<file path="config.mk">
export PLATFORM = sky130hd
export DESIGN_NAME = start_byte_frame_reassembler
export DESIGN_NICKNAME = d
export VERILOG_FILES = /design/src/hw/rtl/sbfr_pkg.sv /design/src/hw/rtl/start_byte_frame_reassembler.sv /design/src/hw/rtl/sbfr_frame_mem.sv /design/src/hw/rtl/sbfr_intake.sv /design/src/hw/rtl/sbfr_readout.sv
export SDC_FILE = /design/constraint.sdc
export NUM_CORES = 2
export LEC_CHECK = 0
export BUFFER_PORTS_ARGS = -buffer_cell sky130_fd_sc_hd__buf_2
export CORE_MARGIN = 2
export CORE_UTILIZATION = 42
export CTS_CLUSTER_DIAMETER = 50
export DETAILED_ROUTE_END_ITERATION = 16
export SYNTH_ARGS = -nofsm -noshare
export SYNTH_HDL_FRONTEND = slang
export SYNTH_SLANG_ARGS = --single-unit
export TNS_END_PERCENT = 5
</file>
<file path="constraint.sdc">
create_clock -name clk -period 5.9 [get_ports clk]
set_input_delay 0.59 -clock clk [delete_from_list [all_inputs] [get_ports clk]]
set_output_delay 0.59 -clock clk [all_outputs]
set_load 0.1 [all_outputs]
</file>
<file path="src/hw/rtl/sbfr_pkg.sv">
package sbfr_pkg;

  localparam int FRAME_BYTES_DEF = 121;
  localparam int SLOTS_DEF       = 3;

  localparam logic [7:0] MARKER_RESET = 8'hB0;

  localparam int SLOT_W      = 2;
  localparam int IN_TDATA_W  = 16;
  localparam int OUT_TDATA_W = 40;

  localparam logic [2:0] CHARS_ONE_BYTE = 3'd2;
  localparam logic [2:0] CHARS_TWO_BYTE = 3'd4;

  typedef enum logic [2:0] {
    RD_IDLE,
    RD_FETCH,
    RD_HI,
    RD_LO,
    RD_PUSH
  } sbfr_rd_state_t;

  // Readout request from the intake side
  typedef struct packed {
    logic              valid;
    logic [SLOT_W-1:0] slot;
  } sbfr_start_t;

  function automatic logic [7:0] hex_char(input logic [3:0] nib);
    logic [7:0] c;
    if (nib < 4'd10) begin
      c = 8'h30 + {4'd0, nib};
    end else begin
      c = 8'h37 + {4'd0, nib};
    end
    return c;
  endfunction

  function automatic logic [15:0] hex_pair(input logic [7:0] b);
    return {hex_char(b[7:4]), hex_char(b[3:0])};
  endfunction

endpackage

</file>
<file path="src/hw/rtl/start_byte_frame_reassembler.sv">
// Intake: an item that completes no frame is absorbed when it is accepted; the
// last byte of a frame starts the readout, which stalls the input until done.
// Each result steps through fetch, two frame memory reads and push, a final
// odd byte through fetch, one read and push, so the input stalls for each
// frame, and also while a result is held by the output side.
// Reset (rst_n, synchronous, active low) empties all slots, sets marker 0xB0.
module start_byte_frame_reassembler import sbfr_pkg::*; #(
  parameter int FRAME_BYTES = FRAME_BYTES_DEF,
  parameter int SLOTS       = SLOTS_DEF
) (
  input  logic                   clk,
  input  logic                   rst_n,
  input  logic                   cfg_wr_en,
  input  logic [7:0]             cfg_wr_data,
  input  logic                   in_tvalid,
  output logic                   in_tready,
  // [1:0] slot, [9:2] data_byte, [10] chunk_first, [15:11] zero
  input  logic [IN_TDATA_W-1:0]  in_tdata,
  // [0] func
  input  logic                   in_tuser,
  input  logic                   in_tlast,
  output logic                   out_tvalid,
  input  logic                   out_tready,
  // [1:0] out_slot, [33:2] hex_text, [36:34] char_count, [39:37] zero
  output logic [OUT_TDATA_W-1:0] out_tdata,
  output logic                   out_tlast
);

  localparam int DEPTH = SLOTS * FRAME_BYTES;
  localparam int AW    = (DEPTH > 1) ? $clog2(DEPTH) : 1;

  logic          accept;
  logic          mem_we;
  logic [AW-1:0] mem_waddr;
  logic [7:0]    mem_wdata;
  logic [AW-1:0] mem_raddr;
  logic [7:0]    mem_rdata;
  sbfr_start_t   start;
  logic          busy;

  assign in_tready = !busy;
  assign accept    = in_tvalid && in_tready;

  sbfr_intake #(
    .FRAME_BYTES(FRAME_BYTES),
    .SLOTS      (SLOTS),
    .AW         (AW)
  ) u_intake (
    .clk        (clk),
    .rst_n      (rst_n),
    .cfg_wr_en  (cfg_wr_en),
    .cfg_wr_data(cfg_wr_data),
    .accept     (accept),
    .func       (in_tuser),
    .slot       (in_tdata[1:0]),
    .data_byte  (in_tdata[9:2]),
    .chunk_first(in_tdata[10]),
    .chunk_last (in_tlast),
    .mem_we     (mem_we),
    .mem_waddr  (mem_waddr),
    .mem_wdata  (mem_wdata),
    .start      (start)
  );

  sbfr_frame_mem #(
    .DEPTH(DEPTH),
    .AW   (AW)
  ) u_mem (
    .clk  (clk),
    .we   (mem_we),
    .waddr(mem_waddr),
    .wdata(mem_wdata),
    .raddr(mem_raddr),
    .rdata(mem_rdata)
  );

  sbfr_readout #(
    .FRAME_BYTES(FRAME_BYTES),
    .SLOTS      (SLOTS),
    .AW         (AW)
  ) u_readout (
    .clk       (clk),
    .rst_n     (rst_n),
    .start     (start),
    .busy      (busy),
    .mem_raddr (mem_raddr),
    .mem_rdata (mem_rdata),
    .out_tvalid(out_tvalid),
    .out_tready(out_tready),
    .out_tdata (out_tdata),
    .out_tlast (out_tlast)
  );

`ifndef NO_ASSERTIONS
  a_write_on_accept: assert property (@(posedge clk) disable iff (!rst_n)
    mem_we |-> accept)
    else $error("frame memory written without an accepted transaction");

  a_stall_after_frame: assert property (@(posedge clk) disable iff (!rst_n)
    start.valid |=> !in_tready)
    else $error("input not stalled after frame completion");

  a_odd_byte_ends_frame: assert property (@(posedge clk) disable iff (!rst_n)
    (out_tvalid && out_tdata[36:34] == CHARS_ONE_BYTE) |-> out_tlast)
    else $error("two-character result not marked as frame end");
`endif

endmodule

</file>
<file path="src/hw/rtl/sbfr_frame_mem.sv">
module sbfr_frame_mem #(
  parameter int DEPTH = 363,
  parameter int AW    = 9
) (
  input  logic          clk,
  input  logic          we,
  input  logic [AW-1:0] waddr,
  input  logic [7:0]    wdata,
  input  logic [AW-1:0] raddr,
  output logic [7:0]    rdata
);

  logic [7:0] mem [DEPTH];
  logic [7:0] rdata_r;

  always_ff @(posedge clk) begin
    if (we) begin
      mem[waddr] <= wdata;
    end
  end

  always_ff @(posedge clk) begin
    rdata_r <= mem[raddr];
  end

  assign rdata = rdata_r;

endmodule

</file>
<file path="src/hw/rtl/sbfr_intake.sv">
module sbfr_intake import sbfr_pkg::*; #(
  parameter int FRAME_BYTES = FRAME_BYTES_DEF,
  parameter int SLOTS       = SLOTS_DEF,
  parameter int AW          = 9
) (
  input  logic              clk,
  input  logic              rst_n,
  input  logic              cfg_wr_en,
  input  logic [7:0]        cfg_wr_data,
  input  logic              accept,
  input  logic              func,
  input  logic [SLOT_W-1:0] slot,
  input  logic [7:0]        data_byte,
  input  logic              chunk_first,
  input  logic              chunk_last,
  output logic              mem_we,
  output logic [AW-1:0]     mem_waddr,
  output logic [7:0]        mem_wdata,
  output sbfr_start_t       start
);

  localparam int SIW = (SLOTS > 1) ? $clog2(SLOTS) : 1;
  localparam int FW  = $clog2(FRAME_BYTES);

  logic [7:0]    marker_r;
  logic [FW-1:0] fill_r [SLOTS];
  logic          hunt_r [SLOTS];

  logic [31:0]    slot_ext;
  logic [SIW-1:0] si;
  logic           slot_ok;
  logic [FW-1:0]  fill_base;
  logic           hunt_base;
  logic [FW:0]    fill_inc;
  logic           drop;
  logic           done;
  logic [FW-1:0]  fill_nxt;
  logic           hunt_nxt;

  assign slot_ext = 32'(slot);
  assign si       = slot_ext[SIW-1:0];
  assign slot_ok  = slot_ext < 32'(SLOTS);

  always_comb begin
    fill_base = (chunk_first && data_byte == marker_r) ? '0 : fill_r[si];
    hunt_base = chunk_first ? 1'b0 : hunt_r[si];
    drop      = hunt_base && (data_byte != marker_r);
    fill_inc  = {1'b0, fill_base} + (FW+1)'(1);
    done      = !drop && (fill_inc == (FW+1)'(FRAME_BYTES));
    fill_nxt  = fill_base;
    hunt_nxt  = 1'b0;
    if (func) begin
      fill_nxt = '0;
      hunt_nxt = 1'b0;
    end else if (drop) begin
      hunt_nxt = !chunk_last;
    end else if (done) begin
      fill_nxt = '0;
      hunt_nxt = !chunk_last;
    end else begin
      fill_nxt = fill_inc[FW-1:0];
    end
  end

  always_ff @(posedge clk) begin
    if (!rst_n) begin
      marker_r <= MARKER_RESET;
    end else if (cfg_wr_en) begin
      marker_r <= cfg_wr_data;
    end
  end

  always_ff @(posedge clk) begin
    if (!rst_n) begin
      for (int i = 0; i < SLOTS; i++) begin
        fill_r[i] <= '0;
        hunt_r[i] <= 1'b0;
      end
    end else if (accept && slot_ok) begin
      fill_r[si] <= fill_nxt;
      hunt_r[si] <= hunt_nxt;
    end
  end

  assign mem_we      = accept && slot_ok && !func && !drop;
  assign mem_waddr   = AW'(AW'(si) * AW'(FRAME_BYTES)) + AW'(fill_base);
  assign mem_wdata   = data_byte;
  assign start.valid = mem_we && done;
  assign start.slot  = slot;

endmodule

</file>
<file path="src/hw/rtl/sbfr_readout.sv">
module sbfr_readout import sbfr_pkg::*; #(
  parameter int FRAME_BYTES = FRAME_BYTES_DEF,
  parameter int SLOTS       = SLOTS_DEF,
  parameter int AW          = 9
) (
  input  logic                   clk,
  input  logic                   rst_n,
  input  sbfr_start_t            start,
  output logic                   busy,
  output logic [AW-1:0]          mem_raddr,
  input  logic [7:0]             mem_rdata,
  output logic                   out_tvalid,
  input  logic                   out_tready,
  output logic [OUT_TDATA_W-1:0] out_tdata,
  output logic                   out_tlast
);

  localparam int SIW = (SLOTS > 1) ? $clog2(SLOTS) : 1;
  localparam int FW  = $clog2(FRAME_BYTES);

  sbfr_rd_state_t state_r, state_nxt;
  logic [FW-1:0]     idx_r, idx_nxt;
  logic [SLOT_W-1:0] slot_r, slot_nxt;
  logic [7:0]        hi_r, hi_nxt;
  logic [7:0]        lo_r, lo_nxt;
  logic              pair_r, pair_nxt;
  logic              end_r, end_nxt;

  logic                   ovalid_r, ovalid_nxt;
  logic [OUT_TDATA_W-1:0] odata_r, odata_nxt;
  logic                   olast_r, olast_nxt;

  logic [31:0]    slot_ext;
  logic [SIW-1:0] si;
  logic [FW+1:0]  idx_ext;
  logic           load;
  logic [31:0]    text;
  logic [2:0]     count;

  assign slot_ext  = 32'(slot_r);
  assign si        = slot_ext[SIW-1:0];
  assign idx_ext   = (FW+2)'(idx_r);
  assign mem_raddr = AW'(AW'(si) * AW'(FRAME_BYTES)) + AW'(idx_r)
                   + ((state_r == RD_HI) ? AW'(1) : AW'(0));

  assign text  = {hex_pair(hi_r), pair_r ? hex_pair(lo_r) : 16'h0000};
  assign count = pair_r ? CHARS_TWO_BYTE : CHARS_ONE_BYTE;
  assign load  = (state_r == RD_PUSH) && (!ovalid_r || out_tready);

  always_comb begin
    state_nxt = state_r;
    idx_nxt   = idx_r;
    slot_nxt  = slot_r;
    hi_nxt    = hi_r;
    lo_nxt    = lo_r;
    pair_nxt  = pair_r;
    end_nxt   = end_r;
    unique case (state_r)
      RD_IDLE: begin
        if (start.valid) begin
          slot_nxt  = start.slot;
          idx_nxt   = '0;
          state_nxt = RD_FETCH;
        end
      end
      RD_FETCH: begin
        state_nxt = RD_HI;
      end
      RD_HI: begin
        hi_nxt = mem_rdata;
        if (idx_ext + (FW+2)'(1) < (FW+2)'(FRAME_BYTES)) begin
          state_nxt = RD_LO;
        end else begin
          pair_nxt  = 1'b0;
          lo_nxt    = '0;
          end_nxt   = 1'b1;
          state_nxt = RD_PUSH;
        end
      end
      RD_LO: begin
        lo_nxt    = mem_rdata;
        pair_nxt  = 1'b1;
        end_nxt   = idx_ext + (FW+2)'(2) >= (FW+2)'(FRAME_BYTES);
        state_nxt = RD_PUSH;
      end
      RD_PUSH: begin
        if (load) begin
          if (end_r) begin
            state_nxt = RD_IDLE;
          end else begin
            idx_nxt   = FW'(idx_ext + (FW+2)'(2));
            state_nxt = RD_FETCH;
          end
        end
      end
      default: begin
        state_nxt = RD_IDLE;
      end
    endcase
  end

  // Output register: hold until taken, refill in the same cycle
  always_comb begin
    ovalid_nxt = ovalid_r;
    odata_nxt  = odata_r;
    olast_nxt  = olast_r;
    if (load) begin
      ovalid_nxt = 1'b1;
      odata_nxt  = {3'b000, count, text, slot_r};
      olast_nxt  = end_r;
    end else if (out_tready) begin
      ovalid_nxt = 1'b0;
    end
  end

  always_ff @(posedge clk) begin
    if (!rst_n) begin
      state_r  <= RD_IDLE;
      ovalid_r <= 1'b0;
    end else begin
      state_r  <= state_nxt;
      ovalid_r <= ovalid_nxt;
    end
  end

  always_ff @(posedge clk) begin
    idx_r   <= idx_nxt;
    slot_r  <= slot_nxt;
    hi_r    <= hi_nxt;
    lo_r    <= lo_nxt;
    pair_r  <= pair_nxt;
    end_r   <= end_nxt;
    odata_r <= odata_nxt;
    olast_r <= olast_nxt;
  end

  assign busy       = (state_r != RD_IDLE);
  assign out_tvalid = ovalid_r;
  assign out_tdata  = odata_r;
  assign out_tlast  = olast_r;

endmodule

</file>
==> impl.org <==
** Timing
- Final Hold Viols :: 0
- Setup Viol. Count Final :: 0
- In the finished design, the share of the clock period the worst path needs comes to 0.971.
- Setup repair after global routing could not meet its margin everywhere.
- Timing would allow up to 0.175 GHz.
- The worst path in the final design needs a cycle of 5.73 ns, including I/O delays and setup.
- Number of max-slew violations in the final report :: 0
- Headroom to the max-slew limit came out at 0.0771.
- Transition time of the tightest slew-check pin :: 1.38 ns
- Clock Skews :: 0.0452 ns

** CTS
- The number of clock buffers added by TritonCTS is 332.
- Clock-pin slew was measured on the worst setup and hold paths at 0.06 ns.
- Clock tree from TritonCTS :: built
- Root Buffer Master :: clkbuf_16
- H-Tree Level Count :: 5
- The number of setup buffers added after CTS is 0.
- No sink is reached through more buffers than the 4 on the longest clock path.
- Skew-Pair Late Insertion Delay :: 0.88 ns
- The tree built by TritonCTS fans out to 3015 sinks.

** GRT
- Most used routing layer in global routing :: met2
- Global-route wire length before repair :: 462 mm
- GRT Overall Usage :: 0.225
- Number of antenna violations at the first check in global routing :: 10
- After global routing the overflow that remains totals 0.
- Fraction of met1 tracks used by global routing :: 0.317
- Number of global-route vias before repair :: 62112
- Met3 layer usage reported by global route :: 0.0368
- Pin count of the biggest net entering global routing :: 210
- For met2 alone, demand over resource in global routing was 0.362.

** Worst hold path
- Class of the tightest hold or removal check :: primary input to flop

** Worst setup path
- CP endpoint kind :: flop
- Required arrival time at the worst endpoint :: 6.46 ns
- The slowest stage of the critical path is the nor4_4 cell.
- Broken down by cell family, the worst path's largest delay share belongs to simple AND/OR/NAND/NOR gates.
- On the worst path, the slowest cell contributes a delay of 0.62 ns.
- Number of buffers and inverters on the critical path :: 5
- Most frequent cell on the critical path :: buf_4
- In this run the worst path has a maximum fanout of 11.
- STA puts the critical path data arrival time at 6.28 ns.
- Critical path launch point type :: flop
- By startpoint and endpoint, the worst setup path is classified as flop to flop.
- Critical Path, Cell by Cell :: xor2_1 > nor4_4 > buf_8 > nand4_1 > buf_4 > and2_1 > fa_1 > ha_1 > a31oi_1 > o21bai_1 > a21oi_1 > xnor2_1 > buf_4 > nor3_1 > nand2_1 > buf_4 > nor2_1 > buf_4

** Synth
- Area of the mapped netlist :: 119000 µm²
- After synthesis, the share of flip-flops with an asynchronous set or reset is 0.
- The most used flip-flop cell after synthesis is edfxtp_1.
- The share of the Yosys chip area taken by registers is 0.762.
- Top cell type's share of synthesized area :: 0.758
- Yosys synthesis warning count :: 0
- Of the total synthesized cell area, the portion taken by AND, OR, NAND and NOR gates is 0.0434.
- Multiplexer share of the synthesized area :: 0.153
- Mean post-synth cell area :: 20.2 µm²
- Ranked by total cell area, the synthesized netlist is headed by edfxtp_1, mux4_2, nand2_1.
- Combinational family with the most area after synthesis :: multiplexers
- Of all cell types, the one taking the most synthesized area is edfxtp_1.
- Counting flops with a built-in enable in the synthesized netlist gives 2992.
- Xor/xnor cell area share of the yosys netlist :: 0.00264
- Compound-gate portion of the synthesized area :: 0.0185
- Synthesis produced 5882 cells.
- Flip-flop and latch count after synthesis :: 3015
- Adder-cell share of the synthesized area :: 0.00445
- Number of unique standard cell types used by synthesis :: 77

** Die
- Row count :: 195
- Die boundary width :: 535 µm
- The die is 535 µm tall.
- The initial utilization of the core area, before any placement, comes to 0.421.
- Placeable core region :: 282000 µm²
- The die covers 287000 µm².
- Io pins :: 74

** Finish
- Final core utilization :: 0.492
- The final layout contains 6662 nets.
- Number of filler instances in the final layout :: 22824
- The library cell used most frequently in the layout, excluding fill and tap cells, is edfxtp_1.
- Fraction of final layout cells sized beyond drive strength 1 :: 0.295
- In the layout the commonest cells are edfxtp_1, mux4_2, buf_4, nand2_1, nor2_1.
- Area grow syn2layout :: 16.8%
- Number of standard cells in the layout, taps in and fillers out :: 10606

** Power
- Sequential Power Share :: 0.513
- The completed layout was analyzed and its total power is 46000 µW.
- Switching share of power :: 0.215
- Power share of the clock group :: 0.448
- Switching power summed over all nets :: 9890 µW
- Internal power comes to 36100 µW.
- Of the total power, combinational logic draws 0.038.
- VDD sags by at most 0.230 mV.
- Power Density :: 332 nW/µm²
- Total leakage power :: 0.0447 µW

** Drt
- Average wire length per cell after detail routing :: 30.8 µm
- For this block, the routed nets add up to 326 mm of wire.
- Detail Route Antenna Nets :: 0
- Ratio of routed vias to standard cells :: 5.83
- Summing over every cut layer, the via total after detailed routing is 61807.
- DRC errors left :: 0
- The first TritonRoute pass finished after 6 iterations.
- Starting DRT DRC Count :: 8198

** Flow run
- Across the run, the number of max-cap violations was 0.

** Place
- At the end of routability-driven placement, the weighted congestion stood at 0.855.
- Port buffering added 60 buffers.
- Post-DP HPWL :: 202 mm
- The number of placed instances, taps included, is 9991.

** Run status
- Status :: complete, no violations
==> metrics by stage <==
| step | setup WS (ns) | setup TNS [ns] | hold slack [ns] | instance area (µm²) |
|---|---|---|---|---|
| 6_report | 0.173 | 0 | 0.0963 | 139000 |
| 5_1_grt | -0.208 | -10.30 | 0.0663 | 139000 |
| 4_1_cts | -0.0176 | -0.141 | 0.0318 | 138000 |
| 3_5_place_dp | -0.608 | -387.20 | 0.422 | 128000 |
| 3_3_place_gp | -2.77 | -6650.22 | 0.416 | 127000 |
| 2_1_floorplan | 1.29 | 0 | 0.400 | 119000 |
==> area by class of cell <==
cell class | count | area, µm² | area share
flip-flops and latches | 3015 | 90300 | 0.652
repair buffers | 709 | 5940 | 0.0429
multi-input cells | 2499 | 26600 | 0.192
diodes | 3 | 7.51 | 0.0000542
clock buffers | 377 | 8560 | 0.0618
inverters | 36 | 135 | 0.000975
clock inverters | 224 | 2290 | 0.0165
well taps | 3743 | 4680 | 0.0338
==> final timing paths <==
| kind | slack [ns] | startpoint | depth (start not counted) | end |
|---|---|---|---|---|
| worst min-delay path | 0.1 | rst_n | 3 | u_intake.hunt_r[2]$_DFF_P_ |
| worst max-delay path | 0.17 | u_intake.marker_r[4]$_SDFFE_PN1P_ | 18 | u_mem.mem[331][0]$_DFFE_PP_ |
| worst min register to register | 0.43 | u_mem.rdata[1]$_DFF_P_ | 0 | u_readout.hi_r[1]$_DFFE_PN_ |
| worst max register to register | 0.17 | u_intake.marker_r[4]$_SDFFE_PN1P_ | 18 | u_mem.mem[331][0]$_DFFE_PP_ |
==> power by group through the flow <==
stage	Sequential, µW	Combinational (µW)	Clock, µW
final	23600	1770	20600
after global routing	23600	1860	21800
after global placement	24100	1730	0
after floorplan	24100	814	0
after CTS	23600	1770	20900
after detailed placement	24100	1760	0
==> synth_stat cells (all sizes together) (31+ instances only) <==
cell and count:
a21oi 57, a31oi 31, a32oi 55, buf 233, clkbuf 114, edfxtp 2992, ha 31, inv 34
mux2i 107, mux4 754, nand2 521, nand3 129, nor2 463, o21ai 38
==> state kept, by name, summed over array words and instances (netlist names) <==
signal                count
u_intake.marker_r         8
u_readout.out_tdata      32
u_readout.pair_r          1
u_mem.rdata               8
u_intake.fill_r          28
u_readout.out_tlast       1
u_readout.si              2
u_readout.lo_r            8
u_readout.hi_r            8
u_readout.end_r           1
u_readout.state_r         3
u_readout.out_tvalid      1
u_intake.hunt_r           4
u_mem.mem              2904
u_readout.idx_r           6
==> per-layer routing <==
layer | part of all wire | up-vias
met2 | 0.48 | 2809
met4 | 0.033 | 0
met3 | 0.078 | 514
li1 | - | 25412
met1 | 0.41 | 33072
met5 | 0 | -
==> cell families after synthesis <==
logic type	Yosys count
and+or+nand+nor	1242
DFF	3015
xor gates and xnor gates	34
other	1
AOI/OAI and AO/OA	305
muxes	864
buffers and inverters	383
adders and majority gates	38
==> repair_timing <==
action / in CTS / in global routing
pin swaps: 0 / 1
gates resized for setup: 9 / 10
setup endpoints to repair: 2287 / 575
hold buffers: 11 / 0
endpoints found under the hold margin: 8 / 0
==> worst register-to-register path, stage by stage (launching register included) <==
cell      delay, ns
dfxtp_2        0.61
xor2_1         0.22
nor4_4         0.62
buf_8          0.23
nand4_1        0.14
buf_4          0.19
and2_1         0.16
fa_1           0.44
ha_1           0.33
a31oi_1        0.28
o21bai_1       0.11
a21oi_1        0.18
xnor2_1        0.13
buf_4          0.16
nor3_1         0.35
nand2_1        0.47
buf_4          0.32
nor2_1         0.24
buf_4          0.22
(Power assumes the default switching activity.)
